--- src/sv/sps_pkg.sv ---
// ----------------------------------------------------------------------------
// sps_pkg
// Shared types and constants of the strided prefix scan unit: operation
// codes, register indexes and the configuration bundle.
// ----------------------------------------------------------------------------
package sps_pkg;

  // default sizes
  localparam int unsigned DataWidthDefault = 32;
  localparam int unsigned MaxBlockDefault  = 64;

  // port and register widths
  localparam int unsigned ElemW    = 32;
  localparam int unsigned CfgDataW = 7;
  localparam int unsigned CfgIdxW  = 3;
  localparam int unsigned DimW     = 7;

  // front-to-back queue depth
  localparam int unsigned QueueDepth = 2;

  // scan operations
  typedef enum logic [1:0] {
    OP_SUM  = 2'd0,
    OP_PROD = 2'd1,
    OP_MIN  = 2'd2,
    OP_MAX  = 2'd3
  } sps_op_e;

  // configuration register indexes
  typedef enum logic [CfgIdxW-1:0] {
    REG_OPERATION   = 3'd0,
    REG_REVERSE     = 3'd1,
    REG_INCLUSIVE   = 3'd2,
    REG_SIGNED      = 3'd3,
    REG_SCAN_LENGTH = 3'd4,
    REG_LANE_STRIDE = 3'd5
  } sps_reg_e;

  // configuration seen by the back end, block dimensions already clamped
  typedef struct packed {
    sps_op_e         op;
    logic            reverse;
    logic            inclusive;
    logic            is_signed;
    logic [DimW-1:0] len;
    logic [DimW-1:0] str;
  } sps_cfg_t;

endpackage

--- src/sv/sps_front.sv ---
// ----------------------------------------------------------------------------
// sps_front
// Configuration registers, block dimension clamping and the position
// counters that tag every accepted element with its lane and step.
// ----------------------------------------------------------------------------
module sps_front #(
  parameter int unsigned DATA_WIDTH = sps_pkg::DataWidthDefault,
  parameter int unsigned MAX_BLOCK  = sps_pkg::MaxBlockDefault,
  localparam int unsigned IdxW  = $clog2(MAX_BLOCK),
  localparam int unsigned ItemW = DATA_WIDTH + 2 * IdxW + 2
) (
  input  logic                           clk_i,
  input  logic                           rst_ni,
  input  logic                           cfg_we_i,
  input  logic [sps_pkg::CfgIdxW-1:0]    cfg_index_i,
  input  logic [sps_pkg::CfgDataW-1:0]   cfg_data_i,
  input  logic                           in_valid_i,
  output logic                           in_ready_o,
  input  logic [sps_pkg::ElemW-1:0]      element_value_i,
  output logic                           push_o,
  output logic [ItemW-1:0]               item_o,
  input  logic                           full_i,
  output sps_pkg::sps_cfg_t              cfg_o
);
  import sps_pkg::*;

  typedef struct packed {
    logic [DATA_WIDTH-1:0] x;
    logic [IdxW-1:0]       pos;
    logic [IdxW-1:0]       lane;
    logic                  first;
    logic                  last;
  } item_t;

  sps_op_e         op_q;
  logic            reverse_q, inclusive_q, signed_q;
  logic [DimW-1:0] len_raw_q, str_raw_q;
  logic            cfg_hit;

  logic [DimW-1:0] quot_tbl [MAX_BLOCK];
  logic [DimW-1:0] len_eff, str_one, str_eff, quot;

  logic [IdxW-1:0] pos_q, pos_d, lane_q, lane_d, step_q, step_d;
  logic            accept, lane_end, step_end, last;
  item_t           item;

  // register file
  always_ff @(posedge clk_i or negedge rst_ni) begin
    if (!rst_ni) begin
      op_q        <= OP_SUM;
      reverse_q   <= 1'b0;
      inclusive_q <= 1'b1;
      signed_q    <= 1'b1;
      len_raw_q   <= DimW'(1);
      str_raw_q   <= DimW'(1);
    end else if (cfg_we_i) begin
      case (cfg_index_i)
        REG_OPERATION:   op_q        <= sps_op_e'(cfg_data_i[1:0]);
        REG_REVERSE:     reverse_q   <= cfg_data_i[0];
        REG_INCLUSIVE:   inclusive_q <= cfg_data_i[0];
        REG_SIGNED:      signed_q    <= cfg_data_i[0];
        REG_SCAN_LENGTH: len_raw_q   <= cfg_data_i[DimW-1:0];
        REG_LANE_STRIDE: str_raw_q   <= cfg_data_i[DimW-1:0];
        default: ;
      endcase
    end
  end

  // a write to a known register restarts the block
  always_comb begin
    case (cfg_index_i)
      REG_OPERATION, REG_REVERSE, REG_INCLUSIVE, REG_SIGNED,
      REG_SCAN_LENGTH, REG_LANE_STRIDE: cfg_hit = cfg_we_i;
      default:                          cfg_hit = 1'b0;
    endcase
  end

  // largest stride that still fits a block, per length
  for (genvar g = 0; g < MAX_BLOCK; g++) begin : g_quot
    localparam int unsigned Quot = MAX_BLOCK / (g + 1);
    assign quot_tbl[g] = DimW'(Quot);
  end

  // clamp block dimensions
  always_comb begin
    if (len_raw_q == '0) begin
      len_eff = DimW'(1);
    end else if (len_raw_q > DimW'(MAX_BLOCK)) begin
      len_eff = DimW'(MAX_BLOCK);
    end else begin
      len_eff = len_raw_q;
    end
    quot    = quot_tbl[IdxW'(len_eff - DimW'(1))];
    str_one = (str_raw_q == '0) ? DimW'(1) : str_raw_q;
    str_eff = (str_one > quot) ? quot : str_one;
  end

  assign cfg_o.op        = op_q;
  assign cfg_o.reverse   = reverse_q;
  assign cfg_o.inclusive = inclusive_q;
  assign cfg_o.is_signed = signed_q;
  assign cfg_o.len       = len_eff;
  assign cfg_o.str       = str_eff;

  // classify the incoming element
  assign in_ready_o = !full_i;
  assign accept     = in_valid_i && in_ready_o;
  assign lane_end   = (lane_q == IdxW'(str_eff - DimW'(1)));
  assign step_end   = (step_q == IdxW'(len_eff - DimW'(1)));
  assign last       = lane_end && step_end;

  assign item.x     = DATA_WIDTH'(element_value_i);
  assign item.pos   = pos_q;
  assign item.lane  = lane_q;
  assign item.first = (step_q == '0);
  assign item.last  = last;
  assign item_o     = item;
  assign push_o     = accept;

  // position, lane and step counters
  always_comb begin
    pos_d  = pos_q;
    lane_d = lane_q;
    step_d = step_q;
    if (cfg_hit || (accept && last)) begin
      pos_d  = '0;
      lane_d = '0;
      step_d = '0;
    end else if (accept) begin
      pos_d = pos_q + 1'b1;
      if (lane_end) begin
        lane_d = '0;
        step_d = step_q + 1'b1;
      end else begin
        lane_d = lane_q + 1'b1;
      end
    end
  end

  always_ff @(posedge clk_i or negedge rst_ni) begin
    if (!rst_ni) begin
      pos_q  <= '0;
      lane_q <= '0;
      step_q <= '0;
    end else begin
      pos_q  <= pos_d;
      lane_q <= lane_d;
      step_q <= step_d;
    end
  end

  // counter invariants
  assert property (@(posedge clk_i) disable iff (!rst_ni)
    DimW'(lane_q) < str_eff)
    else $error("lane counter beyond stride");

  assert property (@(posedge clk_i) disable iff (!rst_ni)
    DimW'(step_q) < len_eff)
    else $error("step counter beyond scan length");

  assert property (@(posedge clk_i) disable iff (!rst_ni)
    (pos_q == '0) == ((lane_q == '0) && (step_q == '0)))
    else $error("position out of step with lane and step counters");

endmodule

--- config.mk ---
export PLATFORM = sky130hd
export DESIGN_NAME = sps_front
export DESIGN_NICKNAME = d
export VERILOG_FILES = /design/src/sv/sps_pkg.sv /design/src/sv/sps_front.sv
export SDC_FILE = /design/constraint.sdc
export NUM_CORES = 1
export LEC_CHECK = 0
export ABC_AREA = 1
export BUFFER_PORTS_ARGS = -buffer_cell sky130_fd_sc_hd__buf_2
export CAP_MARGIN = 20
export CORE_ASPECT_RATIO = 0.9
export CORE_MARGIN = 1.5
export CORE_UTILIZATION = 46
export DETAILED_ROUTE_END_ITERATION = 10
export PLACE_DENSITY_LB_ADDON = 0.08
export SYNTH_ARGS = -nofsm -noshare
export SYNTH_HDL_FRONTEND = slang
export SYNTH_SLANG_ARGS = --single-unit
--- constraint.sdc ---
create_clock -name clk_i -period 5.44 [get_ports clk_i]
set_input_delay 1.36 -clock clk_i [delete_from_list [all_inputs] [get_ports clk_i]]
set_output_delay 1.36 -clock clk_i [all_outputs]
set_load 0.01 [all_outputs]
==> flow_summary_export.csv <==
group,metric,value,unit
routing,vias_per_cell,4.92,
routing,dr.pass1.iters,4,
floorplan,fp.dieH,82.1,um
timing,max_slew_margin,45.0,%
finish,fillCellCount,607,
global_route,grt_pass1_vias,2698,
clocking,cts_buffers,5,
timing,rsz0062_at_grt,"yes",
critical_path,crit_type,"reg -> out",
critical_path,worst-endpoint-arrival,4.18,ns
finish,fin_area,3960,sq um
floorplan,die_area,7470,sq um
timing,max_freq,181,MHz
place,dpl_cell_area,3320,sq um
finish,final_cell_mix,"102 x nand2_1, 48 x buf_2, 47 x inv_1",
routing,antenna_left,0,
critical_path,cp.required,4.08,ns
yosys,avgSynthCellArea,7.08,sq um
status,violations,"setup timing",
worst_hold_path,min_to,"signed_q",
clocking,clk_pin_slew,0.07,ns
timing,fin_crit_sh,102,%
routing,drc_errors,0,
global_route,grt_pass1_wl,12900,um
critical_path,rrSetupSlack,1.05,ns
clocking,cts_tree,"built",
floorplan,ios,114,
critical_path,r2r-end,"lane_q[2]",
global_route,grt_overflow,0,
finish,multi_input_area,1930,sq um
place,hpwl,5710,um
critical_path,rr_startpoint,"len_raw_q[0]",
critical_path,cp_slowest_cell,"dfstp_2",
critical_path,reg2reg_depth,33,
status,status,"finished, violations left",
global_route,antenna_found_initial,0,
critical_path,crit_path_max_incr_delay,0.59,ns
floorplan,initial_core_util,48.1,%
place,gp_congestion,0.828,
yosys,ys_seq_area_share,29.1,%
global_route,grt_max_degree,38,
timing,finalSetupViolCount,1,
timing,hold_viol,0,
clocking,root_buffer,"clkbuf_8",
clocking,cts_sinks,37,
finish,utilization,59.4,%
clocking,cts_buffer_depth,2,
yosys,yosys_warnings,0,
routing,wire_per_inst,13.7,um
floorplan,rows,28,
timing,slew_violations,0,
finish,synthToLayoutAreaGrowth,23.6,%
place,io_buffer_count,49,
yosys,syn_nets,516,
worst_hold_path,hold_path.startpoint,"signed_q",
worst_hold_path,whs_path_depth,2,
floorplan,core_area,6660,sq um
worst_hold_path,hp-class,"reg -> reg",
clocking,clk_latency,0.29,ns
routing,drt_iter0_drc,135,
critical_path,cp-end-kind,"output port",
timing,finalWorstSetupSlack,-0.0990,ns
clocking,h-tree-depth,2,
routing,wl,8180,um
clocking,cts-hold-fix-buffers,0,
timing,skew,0.00482,ns
yosys,synth.area.top_cells,"dfrtp_1 26%, nand2_1 13%, buf_4 8.7%, inv_1 6.9%, nand3_1 6.7%",
timing,fin_crit,5.54,ns
finish,final_common_cell,"nand2_1",
yosys,yosys_register_bits,37,
finish,diodes,0,
finish,drive_above_1_share,38.0,%
yosys,netlist_area,3200,sq um
finish,final_nets,568,
yosys,synth_cell_types,38,
routing,num_vias,2928,
finish,seq_area,932,sq um
floorplan,die-width,90.9,um
power,p_leak,2.11,nW
critical_path,cp_max_fo,7,
critical_path,start_kind,"register",
yosys,yosys.area.top_type,"dfrtp_1",
global_route,grt_use_total,21.7,%
power,finalPower,1.99,mW
yosys,synth_top_area_share,25.8,%
yosys,netlist_instances,452,
flow_run,max_cap_viol_count,0,
power,power.density,502,nW/um^2
timing,worst-slew-pin-transition,0.825,ns
power,vdd_drop_max,0.204,mV
## per-layer routing
layer | track usage (%) | wire (um) | vias up
li1 | - | - | 1481
met1 | 29.6 | 3870 | 1349
met2 | 35.2 | 3800 | 75
met3 | 2.29 | 304 | 23
met4 | 9.69 | 211 | 0
met5 | 0 | 0 | -
## what timing repair did
| item | in CTS | in global routing |
|---|---|---|
| endpoints found under the setup margin | 1 | 1 |
| pin swaps | 28 | 34 |
| gates resized for setup | 32 | 34 |
| buffers inserted | 19 | 14 |
## logic make-up after synthesis
kind of cell	synth area share, %
flops	29.1
xor+xnor	4.69
simple gates	34.9
fa+ha+maj	6.65
compound gates	6.33
buf+inv	18.3
## critical path: cells and delay by family, from the launching register on
family | cells | cell delay, ns
flip-flops | 1 | 0.59
AO/OA/AOI/OAI | 3 | 0.28
AND/OR/NAND/NOR | 17 | 1.52
buffers and inverters | 6 | 0.46
adder cells (fa/ha/maj) | 3 | 0.66
XOR/XNOR | 2 | 0.39
## where the power goes
group	switching, mW	internal, mW	total (mW)	leakage, nW
clock	0.102	0.182	0.284	0.0681
combinational	0.726	0.567	1.29	1.57
sequential	0.0730	0.335	0.408	0.471
total	0.901	1.08	1.99	2.11
## how the worst max path moves through the flow
stage / startpoint / end
6_report: len_raw_q[0] / item_o[0]
5_1_grt: len_raw_q[2] / item_o[0]
4_1_cts: len_raw_q[1] / item_o[0]
3_5_place_dp: len_raw_q[0] / item_o[0]
3_3_place_gp: len_raw_q[0] / item_o[0]
2_1_floorplan: len_raw_q[2] / item_o[0]
## area by class of cell
type                    instances  area share [%]
flip-flops and latches         37            23.6
inverters                      65            6.36
clock buffers                   5            1.74
repair buffers                 95            15.2
multi-input cells             300            48.7
well taps                      90            2.85
clock inverters                 3            1.64
## registers in the layout, summed over array words and instances (netlist names)
| signal | count |
|---|---|
| len_raw_q | 7 |
| str_raw_q | 7 |
| lane_q | 6 |
| pos_q | 6 |
| step_q | 6 |
| op_q | 2 |
| inclusive_q | 1 |
| reverse_q | 1 |
| signed_q | 1 |
## synthesized netlist by cell type
cell / count
nand2_1: 115
inv_1: 59
nand3_1: 43
buf_4: 37
dfrtp_1: 33
nor2_1: 32
o21ai_0: 24
ha_1: 17
xor2_1: 13
clkbuf_1: 11
nand2_2: 10
a21oi_1: 7
nand4_1: 7
inv_2: 5
dfstp_2: 4
nand2_4: 3
nor2_2: 3
nor3_1: 3
nor4_1: 3
buf_6: 2
nand4_2: 2
nor2_4: 2
nor2b_4: 2
a211o_1: 1
a31oi_1: 1
a41oi_1: 1
and2_1: 1
and2_4: 1
clkinv_1: 1
nand3_2: 1
nand3b_1: 1
nand4_4: 1
nor2_8: 1
nor3_2: 1
o21ai_1: 1
o21bai_4: 1
xnor2_1: 1
xor2_4: 1
## per-stage QoR
| stage | setup TNS [ns] | hold slack (ns) | std cells | setup slack, ns |
|---|---|---|---|---|
| after floorplan | 0 | 0.464 | 452 | 0.0140 |
| after global placement | -0.0572 | 0.471 | 554 | -0.0572 |
| after detailed placement | -0.0830 | 0.477 | 554 | -0.0830 |
| after CTS | -0.0287 | 0.493 | 581 | -0.0287 |
| after global routing | -0.417 | 0.534 | 595 | -0.417 |
| final | -0.0990 | 0.491 | 595 | -0.0990 |
Note: power is estimated with default switching activity, not from simulation.
