$ cat src/sv/sps_pkg.sv
// ----------------------------------------------------------------------------
// sps_pkg
// Shared types and constants of the strided prefix scan unit: operation
// codes, register indexes and the configuration bundle.
// ----------------------------------------------------------------------------
package sps_pkg;

  // default sizes
  localparam int unsigned DataWidthDefault = 32;
  localparam int unsigned MaxBlockDefault  = 64;

  // port and register widths
  localparam int unsigned ElemW    = 32;
  localparam int unsigned CfgDataW = 7;
  localparam int unsigned CfgIdxW  = 3;
  localparam int unsigned DimW     = 7;

  // front-to-back queue depth
  localparam int unsigned QueueDepth = 2;

  // scan operations
  typedef enum logic [1:0] {
    OP_SUM  = 2'd0,
    OP_PROD = 2'd1,
    OP_MIN  = 2'd2,
    OP_MAX  = 2'd3
  } sps_op_e;

  // configuration register indexes
  typedef enum logic [CfgIdxW-1:0] {
    REG_OPERATION   = 3'd0,
    REG_REVERSE     = 3'd1,
    REG_INCLUSIVE   = 3'd2,
    REG_SIGNED      = 3'd3,
    REG_SCAN_LENGTH = 3'd4,
    REG_LANE_STRIDE = 3'd5
  } sps_reg_e;

  // configuration seen by the back end, block dimensions already clamped
  typedef struct packed {
    sps_op_e         op;
    logic            reverse;
    logic            inclusive;
    logic            is_signed;
    logic [DimW-1:0] len;
    logic [DimW-1:0] str;
  } sps_cfg_t;

endpackage

$ cat src/sv/sps_queue.sv
// ----------------------------------------------------------------------------
// sps_queue
// Short register FIFO between the classifying front end and the back end.
// ----------------------------------------------------------------------------
module sps_queue #(
  parameter int unsigned WIDTH = 8,
  parameter int unsigned DEPTH = sps_pkg::QueueDepth,
  localparam int unsigned PtrW = (DEPTH > 1) ? $clog2(DEPTH) : 1,
  localparam int unsigned CntW = $clog2(DEPTH + 1)
) (
  input  logic             clk_i,
  input  logic             rst_ni,
  input  logic             push_i,
  input  logic [WIDTH-1:0] data_i,
  output logic             full_o,
  input  logic             pop_i,
  output logic             valid_o,
  output logic [WIDTH-1:0] data_o
);

  logic [WIDTH-1:0] mem_q [DEPTH];
  logic [PtrW-1:0]  wr_ptr_q, wr_ptr_d;
  logic [PtrW-1:0]  rd_ptr_q, rd_ptr_d;
  logic [CntW-1:0]  count_q, count_d;

  assign full_o  = (count_q == CntW'(DEPTH));
  assign valid_o = (count_q != '0);
  assign data_o  = mem_q[rd_ptr_q];

  // pointer and fill count update
  always_comb begin
    wr_ptr_d = wr_ptr_q;
    rd_ptr_d = rd_ptr_q;
    count_d  = count_q;
    if (push_i) begin
      wr_ptr_d = (wr_ptr_q == PtrW'(DEPTH - 1)) ? '0 : wr_ptr_q + 1'b1;
    end
    if (pop_i) begin
      rd_ptr_d = (rd_ptr_q == PtrW'(DEPTH - 1)) ? '0 : rd_ptr_q + 1'b1;
    end
    if (push_i && !pop_i) begin
      count_d = count_q + 1'b1;
    end else if (pop_i && !push_i) begin
      count_d = count_q - 1'b1;
    end
  end

  always_ff @(posedge clk_i or negedge rst_ni) begin
    if (!rst_ni) begin
      wr_ptr_q <= '0;
      rd_ptr_q <= '0;
      count_q  <= '0;
    end else begin
      wr_ptr_q <= wr_ptr_d;
      rd_ptr_q <= rd_ptr_d;
      count_q  <= count_d;
    end
  end

  // entry storage
  always_ff @(posedge clk_i) begin
    if (push_i) begin
      mem_q[wr_ptr_q] <= data_i;
    end
  end

endmodule

$ cat config.mk
export PLATFORM = sky130hd
export DESIGN_NAME = sps_queue
export DESIGN_NICKNAME = d
export VERILOG_FILES = /design/src/sv/sps_pkg.sv /design/src/sv/sps_queue.sv
export SDC_FILE = /design/constraint.sdc
export NUM_CORES = 1
export LEC_CHECK = 0
export BUFFER_PORTS_ARGS = -buffer_cell sky130_fd_sc_hd__buf_4
export CAP_MARGIN = 20
export CORE_ASPECT_RATIO = 1.5
export CORE_UTILIZATION = 26
export DETAILED_ROUTE_END_ITERATION = 10
export SLEW_MARGIN = 10
export SYNTH_ARGS = -nofsm -noshare
export SYNTH_HDL_FRONTEND = slang
export SYNTH_SLANG_ARGS = --single-unit
export TNS_END_PERCENT = 5
$ cat constraint.sdc
create_clock -name clk_i -period 1.2 [get_ports clk_i]
set_input_delay 0.06 -clock clk_i [delete_from_list [all_inputs] [get_ports clk_i]]
set_output_delay 0.06 -clock clk_i [all_outputs]
set_load 0.02 [all_outputs]
==> results of run 1 <==
[per-layer routing]
metal / routed length (um) / share of wire (%)
met1: 454 / 35
met2: 752 / 58
met3: 74 / 5.7
met4: 19 / 1.5
met5: 0 / 0
[final cells by class]
class / instances / area [um2] / share of cell area [%]
inverters: 1 / 3.75 / 0.306
clock buffers: 4 / 55.1 / 4.49
well taps: 37 / 46.3 / 3.78
repair buffers: 37 / 359 / 29.3
flip-flops and latches: 20 / 582 / 47.4
multi-input cells: 19 / 180 / 14.7
[state kept, by name (all words and copies together), names as in the netlist]
name      count
count_q       2
mem_q        16
rd_ptr_q      1
wr_ptr_q      1
[cell usage after synthesis (all sizes together)]
| cell | count | area [um2] |
|---|---|---|
| edfxtp | 16 | 480 |
| mux2 | 8 | 90.1 |
| xnor2 | 1 | 8.76 |
| nor2b | 1 | 6.26 |
| ha | 1 | 12.5 |
| and2 | 1 | 6.26 |
| inv | 1 | 3.75 |
| or2 | 1 | 6.26 |
| dfrtp | 4 | 100 |
| and2b | 1 | 8.76 |
| buf | 1 | 11.3 |
| xor2 | 4 | 35.0 |
| nor2 | 1 | 3.75 |
[power breakdown]
group / internal (mW) / switching, mW
Combinational: 0.651 / 0.483
Clock: 0.292 / 0.206
Sequential: 0.947 / 0.0855
[through the flow]
stage | instances | total power, mW | instance area, um2 | util [%]
4_1_cts | 118 | 2.69 | 1220 | 44.8
3_3_place_gp | 100 | 1.92 | 993 | 36.3
2_1_floorplan | 41 | 1.60 | 773 | -
5_1_grt | 118 | 2.80 | 1230 | 44.9
6_report | 118 | 2.66 | 1230 | 44.9
3_5_place_dp | 100 | 1.94 | 993 | 36.3
[critical path: cells and delay by family, from the launching register on]
kind	cells	cell delay (ns)
muxes	1	0.34
DFF	1	0.38
buffers and inverters	2	0.25
[cells by family after synthesis]
family,share of synthesized area [%]
flops,75.1
buf+inv,1.94
xor+xnor,5.66
mux,11.7
fa+ha+maj,1.62
simple gates,4.05
[worst max-delay path by stage]
| stage | start | end | slack (ns) | cells past startpoint |
|---|---|---|---|---|
| 2_1_floorplan | wr_ptr_q$_DFFE_PN0P_ | mem_q[0][0]$_DFFE_PP_ | 0.04 | 1 |
| 3_3_place_gp | rd_ptr_q$_DFFE_PN0P_ | data_o[6] | 0.05 | 2 |
| 3_5_place_dp | rd_ptr_q$_DFFE_PN0P_ | data_o[5] | 0.04 | 2 |
| 4_1_cts | rd_ptr_q$_DFFE_PN0P_ | data_o[5] | -0.09 | 3 |
| 5_1_grt | rd_ptr_q$_DFFE_PN0P_ | data_o[5] | -0.12 | 3 |
| 6_report | rd_ptr_q$_DFFE_PN0P_ | data_o[5] | -0.08 | 3 |
[repair_timing]
| item | 4_1_cts | 5_1_grt |
|---|---|---|
| endpoints found under the setup margin | 9 | 10 |
| hold buffers | 11 | 0 |
| buffers inserted | 3 | 0 |
| pin swaps | 0 | 0 |
| resized for setup | 13 | 1 |
| hold endpoints to repair | 22 | 0 |
==> impl_summary.log, run 1 <==
INFO  metric crit_path_dat = 1.22 ns
INFO  metric tritoncts = built
INFO  metric worstMarginPinSlew = roughly 0.17 ns
INFO  metric clock.fmax = 781 MHz
INFO  metric worst-endpoint-required = approximately 1.1 ns
INFO  metric core-area = 2730 um2
INFO  metric finalClockSkew = 0.00548 ns
INFO  metric cts-root-to-sink-buffers = 2
INFO  metric globalRouteOverflowTotal = 0
INFO  metric critical_path_class = reg2out
INFO  metric crit_path_end_kind = output port
INFO  metric synth_cell_type_count = 13
INFO  metric grt_use_met3 = 2.34%
INFO  metric die_w = 46.5 um
INFO  metric grt_setup_unrepaired = true
INFO  metric place_congestion = 0.626
INFO  metric post-route-min-period = 1.28 ns
INFO  metric relSlewSlack = 88.8%
INFO  metric failed_checks = setup timing
INFO  metric rr_worst_depth = 2
INFO  metric pre_cts_ws = approximately 0.044 ns
INFO  metric timing.final.crit_share = 107%
INFO  metric h-tree-depth = 1
INFO  metric mostFrequentLayoutCells = edfxtp_1, buf_4, dlygate4sd3_1, buf_6, mux2_2
INFO  metric worstReg2RegEnd = mem_q[0][5]$_DFFE_PP_
INFO  metric ys_warn_count = 0
INFO  metric fraction_of_final_layout_cells_sized_beyond_drive_strength_1 = 50.6%
INFO  metric floorplan.initialDensity = between 20 and 30%
INFO  metric grt_start_max_net_pins = 12
INFO  metric antenna_found_initial = 0
INFO  metric vias_in_the_first_global_route = 465
INFO  metric finalSetupViolCount = 8
INFO  metric crit_path_cell_trace = buf_6 > mux2_2 > buf_6
INFO  metric seq_total_area_yosys = between 70% and 80%
INFO  metric drt_iter0_drc = 8
INFO  metric worst_path_clk_slew = 0.07 ns
INFO  metric nFillCells = between 200 and 250
INFO  metric globalRoute.busiestLayer = met2
INFO  metric clock_tree.root_cell = clkbuf_8
INFO  metric status = finished with violations
INFO  metric fp.dieArea = around 3200 um2
INFO  metric hold_viol = 0
INFO  metric top_cell_by_count_worst_path = buf_6
INFO  metric setup_total_negative_slack = -0.611 ns
INFO  metric ys_seq_elements = 20
INFO  metric wire_length_of_the_first_global_routing_pass = 1940 um
INFO  metric routed_via_density = 3.97
INFO  metric detailedPlacementHpwl = roughly 900 um
INFO  metric max_slew_violation_count = 0
INFO  metric route.detailed.wl_per_inst = 11.0 um
INFO  metric setup_ws = -0.0810 ns
INFO  metric regToRegStartpoint = wr_ptr_q$_DFFE_PN0P_
INFO  metric number_of_placement_rows = 23
INFO  metric timing.hold.worst.class = in2async
INFO  metric drt.antenna.violating_nets = 0
INFO  metric nNetsFinal = 95
INFO  metric numCtsBuffers = 3
INFO  metric chipHeight = 68.8 um
INFO  metric antenna_cells = 0
INFO  metric syn-instance-count = 41
INFO  metric timing.critical_path.slowest_cell_delay = ~0.38 ns
INFO  metric power.density = around 2200 nW/um2
INFO  metric syn_nets = 54
INFO  metric totalWireLength = between 1000 and 1500 um
INFO  metric area_growth_syn_to_layout = 58.6%
INFO  metric drt_drc_violations_left = 0
INFO  metric drtPass1Iterations = 2
INFO  metric grtUsageTotal = 9.08%
INFO  metric mappedNetlistArea = just under 800 um2
INFO  metric grt_use_met2 = approximately 16%
INFO  metric max_cap_viol_count = 0
INFO  metric clkSinkCount = 20
INFO  metric layout.cells.most_common = edfxtp_1
INFO  metric fin_worst_hold_slack = 0.139 ns
INFO  metric crit_path_top_delay_cell = dfrtp_2
INFO  metric grt_util_met1 = 8.15%
INFO  metric critical_path.startpoint_type = register
INFO  metric syn_area_per_cell = ~19 um2
INFO  metric total_leakage_power = 0.494 nW
INFO  metric port_buffers = 21
INFO  metric reg2reg_slack = around 0.21 ns
INFO  metric peakVddDrop = a little under 0.7 mV
INFO  metric via_count = between 400 and 500
INFO  metric ios = 22
INFO  metric crit_fanout = 5
INFO  metric clkLatencyLatePin = approximately 0.25 ns
Note: power is estimated with default switching activity, not from simulation.
==> inputs of run 2 (changes only) <==
Settings changed: PLACE_DENSITY from default to 0.59.
==> run 2 against run 1 <==
The run still ends with setup timing left. Total power grew 0.75%. Cell area grew 0.92%. Sequential cell count is the same. Combinational power grew 6%. Clock skew shrank 0.0020 ns. Non-clock buffer count grew 3.
==> impl_summary.log, run 2 (same netlist as run 1, synthesis figures left out) <==
INFO  metric setup_total_negative_slack = -0.821 ns (was -0.611 ns)
INFO  metric comb_power_share = 44.7% (was 42.6%)
INFO  metric wire_length_of_the_first_global_routing_pass = 2350 um (was 1940 um)
INFO  metric finalClockSkew = 0.00343 ns (was 0.00548 ns)
INFO  metric setup_ws = -0.116 ns (was -0.0810 ns)
INFO  metric power.density = 2170 nW/um2 (about the same)
INFO  metric tritoncts = built (unchanged)
INFO  metric total_leakage_power = 0.512 nW (was 0.494 nW)
INFO  metric grtUsageTotal = 11.0% (was 9.08%)
INFO  metric swShare = 30.0% (was 29.1%)
INFO  metric nFillCells = 258 (was 247)
INFO  metric drt.antenna.violating_nets = 0 (unchanged)
INFO  metric biggestRegsByFlops = mem_q x16, count_q x2 (unchanged)
INFO  metric floorplan.initialDensity = 28.3% (unchanged)
INFO  metric dpl-instance-area = 996 um2 (was 993 um2)
INFO  metric cp.buffers_inverters = 2 (unchanged)
INFO  metric critical_path.startpoint_type = register (unchanged)
INFO  metric worst_path_clk_slew = 0.07 ns (about the same)
INFO  metric clock_power_share = 16.4% (was 18.7%)
INFO  metric met3WireLength = 55 um (was 74 um)
INFO  metric drt_iter0_drc = 16 (was 8)
INFO  metric worst-endpoint-required = 1.14 ns (about the same)
INFO  metric fp.dieArea = 3200 um2 (unchanged)
INFO  metric detailedPlacementHpwl = 909 um (was 900 um)
INFO  metric area_growth_syn_to_layout = 60.0% (was 58.6%)
INFO  metric crit_fanout = 4 (was 5)
INFO  metric grt_start_max_net_pins = 12 (unchanged)
INFO  metric via_count = 493 (was 469)
INFO  metric timing.hold.worst.class = in2async (unchanged)
INFO  metric clkLatencyLatePin = 0.26 ns (was 0.25 ns)
INFO  metric clock_tree.root_cell = clkbuf_8 (unchanged)
INFO  metric max_slew_violation_count = 0 (unchanged)
INFO  metric h-tree-depth = 1 (unchanged)
INFO  metric max_cap_viol_count = 0 (unchanged)
INFO  metric nNetsFinal = 98 (was 95)
INFO  metric routed.top_layer = met4 (unchanged)
INFO  metric worst_path_dominant_cell_family = flip-flops (unchanged)
INFO  metric globalRouteOverflowTotal = 0 (unchanged)
INFO  metric crit_path_end_kind = output port (unchanged)
INFO  metric registers.top_by_ff_count = mem_q (unchanged)
INFO  metric route.detailed.wl_per_inst = 11.2 um (was 11.0 um)
INFO  metric antenna_found_initial = 0 (unchanged)
INFO  metric clkSinkCount = 20 (unchanged)
INFO  metric totalWireLength = 1350 um (was 1300 um)
INFO  metric chipHeight = 68.8 um (unchanged)
INFO  metric cts-root-to-sink-buffers = 2 (unchanged)
INFO  metric worstMarginPinSlew = 0.168 ns (about the same)
INFO  metric mostFrequentLayoutCells = buf_4, edfxtp_1, dlygate4sd3_1, buf_6, mux2_2 (was edfxtp_1, buf_4, dlygate4sd3_1, buf_6, mux2_2)
INFO  metric critical_path_class = reg2out (unchanged)
INFO  metric number_of_placement_rows = 23 (unchanged)
INFO  metric switching_power = 0.806 mW (was 0.775 mW)
INFO  metric layout.cells.most_common = buf_4 (was edfxtp_1)
INFO  metric core-area = 2730 um2 (unchanged)
INFO  metric vias_in_the_first_global_route = 551 (was 465)
INFO  metric final_area = 1240 um2 (was 1230 um2)
INFO  metric crit_path_top_delay_cell = dfrtp_2 (unchanged)
INFO  metric crit_path_dat = 1.26 ns (was 1.22 ns)
INFO  metric ios = 22 (unchanged)
INFO  metric die_w = 46.5 um (unchanged)
INFO  metric wl_met2 = 742 um (was 752 um)
INFO  metric finalSetupViolCount = 9 (was 8)
INFO  metric power.sequential.fraction = 38.9% (was 38.8%)
INFO  metric numCtsBuffers = 3 (unchanged)
INFO  metric drt_drc_violations_left = 0 (unchanged)
INFO  metric drtPass1Iterations = 4 (was 2)
INFO  metric place_congestion = 0.625 (was 0.626)
INFO  metric grt_setup_unrepaired = true (unchanged)
INFO  metric timing.critical_path.slowest_cell_delay = 0.43 ns (was 0.38 ns)
INFO  metric top_cell_by_count_worst_path = buf_6 (unchanged)
INFO  metric failed_checks = setup timing (unchanged)
INFO  metric timing.final.crit_share = 110% (was 107%)
INFO  metric fraction_of_final_layout_cells_sized_beyond_drive_strength_1 = 51.2% (was 50.6%)
INFO  metric clock.fmax = 760 MHz (was 781 MHz)
INFO  metric p_int = 1.88 mW (was 1.89 mW)
INFO  metric relSlewSlack = 88.8% (about the same)
INFO  metric port_buffers = 21 (unchanged)
INFO  metric peakVddDrop = 1.02 mV (was 0.683 mV)
INFO  metric status = finished with violations (unchanged)
INFO  metric reg2reg_slack = 0.18 ns (was 0.21 ns)
INFO  metric routed_via_density = 4.07 (was 3.97)
INFO  metric wl_met1 = 514 um (was 454 um)
INFO  metric antenna_cells = 0 (unchanged)
INFO  metric post-route-min-period = 1.32 ns (was 1.28 ns)
INFO  metric hold_viol = 0 (unchanged)
INFO  metric crit_path_cell_trace = buf_6 > mux2_4 > buf_6 (was buf_6 > mux2_2 > buf_6)
INFO  metric largest_register_ffs = 16 (unchanged)
==> run 2: cell types whose count changed in the layout (fill, tap and decap cells not counted), sizes merged <==
cell	change
buf	+3
==> run 2: timing repair <==
| item | 4_1_cts | 5_1_grt |
|---|---|---|
| setup buffers | 4 | 0 |
| gates resized for setup | 14 | 4 |
| hold buffers | 11 | 0 |
| hold endpoints to repair | 22 | 0 |
| setup endpoints to repair | 8 | 10 |
==> run 2: layout make-up <==
cell class | count | area (um2) | share of cell area [%]
multi-input cells | 19 | 191 | 15.5
repair buffers | 40 | 369 | 29.8
inverters | 1 | 3.75 | 0.303
flip-flops and latches | 20 | 582 | 47.0
clock buffers | 4 | 45.0 | 3.64
well taps | 37 | 46.3 | 3.74
==> run 2: final timing paths <==
path                       depth (start not counted)                 start                     end
max                                                3  rd_ptr_q$_DFFE_PN0P_               data_o[7]
min                                                2                rst_ni    rd_ptr_q$_DFFE_PN0P_
max reg2reg                                        2  wr_ptr_q$_DFFE_PN0P_   mem_q[0][3]$_DFFE_PP_
min reg2reg                                        1  wr_ptr_q$_DFFE_PN0P_    wr_ptr_q$_DFFE_PN0P_
max in group asynchronous                          2                rst_ni    rd_ptr_q$_DFFE_PN0P_
min in group clk_i                                 3                push_i  count_q[0]$_DFFE_PN0P_
==> run 2: metal layers <==
layer	up-vias	global-route usage [%]
li1	232	-
met1	240	11.3
met2	17	18.2
met3	4	1.82
met4	0	9.93
met5	-	0
==> run 2: worst register-to-register path: cells and delay by family, from the launching register on <==
family | cells | cell delay (ns)
simple gates | 1 | 0.17
buf+inv | 1 | 0.18
flops | 1 | 0.40
==> run 2: power groups by stage <==
stage | clock network, mW | registers (mW) | logic, mW
3_3_place_gp | 0 | 1.09 | 0.848
4_1_cts | 0.459 | 1.04 | 1.17
3_5_place_dp | 0 | 1.09 | 0.857
6_report | 0.440 | 1.04 | 1.20
5_1_grt | 0.484 | 1.07 | 1.27
2_1_floorplan | 0 | 1.02 | 0.580
==> run 2: metrics by stage <==
stage / setup slack [ns] / utilization [%] / power, mW / hold WS (ns) / instances
2_1_floorplan: 0.0383 / - / 1.60 / -0.236 / 41
3_3_place_gp: 0.0200 / 36.4 / 1.94 / -0.138 / 102
3_5_place_dp: 0.0251 / 36.4 / 1.95 / -0.138 / 102
4_1_cts: -0.103 / 44.8 / 2.67 / 0.118 / 121
5_1_grt: -0.155 / 45.3 / 2.82 / 0.130 / 121
6_report: -0.116 / 45.3 / 2.68 / 0.119 / 121
==> inputs of run 3 (changes only) <==
Settings changed: PLACE_DENSITY 0.59 to 0.58.
Clock period 1.2 ns to 1.4 ns, I/O delays scaled along.
==> run 3 against run 2 <==
Largest power group is now sequential cells. Critical path type unchanged. Sequential power fell by 11%. Global-route usage fell by 1.7 points. Cell area fell by 9.5%. Critical path depth fell by 1. The flow now finishes without violations. Hold slack got worse by 0.11 ns.
==> impl_summary.log, run 3 (same netlist as run 1, synthesis figures left out) <==
INFO  metric relSlewSlack = 73.4% (was 88.8%)
INFO  metric timing.critical_path.slowest_cell_delay = 0.49 ns (was 0.43 ns)
INFO  metric crit_path_top_delay_cell = dfrtp_2 (unchanged)
INFO  metric worstMarginPinSlew = 0.400 ns (was 0.168 ns)
INFO  metric drt_iter0_drc = 12 (was 16)
INFO  metric port_buffers = 21 (unchanged)
INFO  metric core-area = 2730 um2 (unchanged)
INFO  metric worst-endpoint-required = 1.33 ns (was 1.14 ns)
INFO  metric p_total = 2.05 mW (was 2.68 mW)
INFO  metric area_growth_syn_to_layout = 44.8% (was 60.0%)
INFO  metric clock.fmax = between 700 and 800 MHz
INFO  metric total_leakage_power = 0.448 nW (was 0.512 nW)
INFO  metric grt_start_max_net_pins = 12 (unchanged)
INFO  metric swShare = 30.2% (was 30.0%)
INFO  metric biggestRegsByFlops = mem_q x16, count_q x2 (unchanged)
INFO  metric mostFrequentLayoutCells = buf_4, edfxtp_1, dlygate4sd3_1 (was buf_4, edfxtp_1, dlygate4sd3_1, buf_6, mux2_2)
INFO  metric max_slew_violation_count = 0 (unchanged)
INFO  metric critical_path_class = reg2out (unchanged)
INFO  metric globalRoute.busiestLayer = met2 (unchanged)
INFO  metric grtUsageTotal = 9.26% (was 11.0%)
INFO  metric clkSinkCount = 20 (unchanged)
INFO  metric place_congestion = 0.636 (was 0.625)
INFO  metric route.detailed.wl_per_inst = 11.1 um (was 11.2 um)
INFO  metric finalSetupViolCount = 0 (was 9)
INFO  metric power.density = 1830 nW/um2 (was 2170 nW/um2)
INFO  metric drt.antenna.violating_nets = 0 (unchanged)
INFO  metric numCtsBuffers = 3 (unchanged)
INFO  metric routed_via_density = 3.98 (was 4.07)
INFO  metric hold_viol = 0 (unchanged)
INFO  metric antenna_cells = 0 (unchanged)
INFO  metric crit_path_cell_trace = mux2_2 > buf_4 (was buf_6 > mux2_4 > buf_6)
INFO  metric crit_fanout = 9 (was 4)
INFO  metric clock_power_share = 20.7% (was 16.4%)
INFO  metric via_count = 446 (was 493)
INFO  metric nFillCells = 259 (was 258)
INFO  metric detailedPlacementHpwl = 945 um (was 909 um)
INFO  metric p_int = 1.43 mW (was 1.88 mW)
INFO  metric worst_path_dominant_cell_family = flip-flops (unchanged)
INFO  metric cts_post_setup_buffers_inserted = 0 (was 4)
INFO  metric grt_use_met2 = 15.8% (was 18.2%)
INFO  metric cp.buffers_inverters = 1 (was 2)
INFO  metric ios = 22 (unchanged)
INFO  metric timing.final.crit_share = between 90 and 100%
INFO  metric switching_power = 0.621 mW (was 0.806 mW)
INFO  metric globalRouteOverflowTotal = 0 (unchanged)
INFO  metric max_cap_viol_count = 0 (unchanged)
INFO  metric drtPass1Iterations = 2 (was 4)
INFO  metric fraction_of_final_layout_cells_sized_beyond_drive_strength_1 = 49.3% (was 51.2%)
INFO  metric tritoncts = built (unchanged)
INFO  metric grt_use_met3 = 1.56% (was 1.82%)
INFO  metric vias_in_the_first_global_route = 466 (was 551)
INFO  metric floorplan.initialDensity = 28.3% (unchanged)
INFO  metric comb_power_share = 34.2% (was 44.7%)
INFO  metric peakVddDrop = 0.952 mV (was 1.02 mV)
INFO  metric crit_path_dat = 1.27 ns (was 1.26 ns)
INFO  metric clkLatencyLatePin = 0.25 ns (was 0.26 ns)
INFO  metric finalClockSkew = 0.00299 ns (was 0.00343 ns)
INFO  metric h-tree-depth = 1 (unchanged)
INFO  metric fp.dieArea = 3200 um2 (unchanged)
INFO  metric nNetsFinal = 89 (was 98)
INFO  metric totalWireLength = 1240 um (was 1350 um)
INFO  metric setup_total_negative_slack = 0 ns (was -0.821 ns)
INFO  metric critical_path.startpoint_type = register (unchanged)
INFO  metric timing.hold.worst.class = in2reg (was in2async)
INFO  metric largest_register_ffs = 16 (unchanged)
INFO  metric cts-root-to-sink-buffers = 2 (unchanged)
INFO  metric drt_drc_violations_left = 0 (unchanged)
INFO  metric antenna_found_initial = 0 (unchanged)
INFO  metric status = complete, no violations (was finished with violations)
INFO  metric grt_util_met1 = 10.4% (was 11.3%)
INFO  metric post-route-min-period = 1.34 ns
INFO  metric grt_setup_unrepaired = false (was true)
INFO  metric power.sequential.fraction = 45.1% (was 38.9%)
INFO  metric wire_length_of_the_first_global_routing_pass = 2010 um (was 2350 um)
INFO  metric registers.top_by_ff_count = mem_q (unchanged)
INFO  metric clock_tree.root_cell = clkbuf_8 (unchanged)
INFO  metric number_of_placement_rows = 23 (unchanged)
INFO  metric worst_path_clk_slew = 0.07 ns (about the same)
INFO  metric crit_path_end_kind = output port (unchanged)
INFO  metric layout.cells.most_common = buf_4 (unchanged)
INFO  metric chipHeight = 68.8 um (unchanged)
INFO  metric die_w = 46.5 um (unchanged)
==> run 3: timing repair <==
item,4_1_cts,5_1_grt
endpoints found under the hold margin,6,11
endpoints found under the setup margin,8,0
gates resized for setup,1,0
hold buffers,3,6
==> run 3: through the flow <==
stage | worst slack, ns | std cells | hold WS, ns | util (%) | instance area [um2]
final | 0.0648 | 112 | 0.00859 | 41.0 | 1120
after global routing | 0.0191 | 112 | 0.000863 | 41.0 | 1120
after CTS | 0.0470 | 106 | 0.00000960 | 38.8 | 1060
after detailed placement | 0.221 | 99 | -0.128 | 35.6 | 973
after global placement | 0.205 | 99 | -0.129 | 35.6 | 973
after floorplan | 0.238 | 41 | -0.226 | - | 773
==> run 3: final cells by class <==
cell class | count | area, um2 | area share (%)
clock buffers | 4 | 55.1 | 4.92
flip-flops and latches | 20 | 582 | 52.0
inverters | 1 | 3.75 | 0.335
well taps | 37 | 46.3 | 4.13
multi-input cells | 19 | 178 | 15.9
repair buffers | 31 | 255 | 22.8
==> run 3: final timing paths <==
| check | startpoint | end | slack [ns] | cells past startpoint |
|---|---|---|---|---|
| max | rd_ptr_q$_DFFE_PN0P_ | data_o[7] | 0.06 | 2 |
| min | data_i[1] | mem_q[0][1]$_DFFE_PP_ | 0.009 | 1 |
| max reg2reg | wr_ptr_q$_DFFE_PN0P_ | mem_q[0][5]$_DFFE_PP_ | 0.25 | 2 |
| min reg2reg | wr_ptr_q$_DFFE_PN0P_ | wr_ptr_q$_DFFE_PN0P_ | 0.50 | 1 |
| max in group asynchronous | rst_ni | rd_ptr_q$_DFFE_PN0P_ | 1.12 | 2 |
| min in group asynchronous | rst_ni | count_q[1]$_DFFE_PN0P_ | 0.17 | 2 |
==> run 3: routing by layer <==
metal / up-vias / part of all wire, % / wire, um
li1: 216 / - / -
met1: 215 / 39 / 479
met2: 13 / 57 / 708
met3: 2 / 3.5 / 44
met4: 0 / 1.0 / 13
met5: - / 0 / 0
==> run 3: power by group through the flow <==
stage | clock network, mW | logic (mW) | registers (mW)
floorplan | 0 | 0.497 | 0.871
global placement | 0 | 0.688 | 0.933
detailed placement | 0 | 0.694 | 0.940
CTS | 0.433 | 0.702 | 0.934
global route | 0.460 | 0.751 | 0.948
finish | 0.425 | 0.703 | 0.927
==> run 3: worst reg2reg max path, cell delays in order (launching register included) <==
cell and delay [ns]:
dfrtp_1 0.41, nor2b_1 0.25, buf_4 0.21
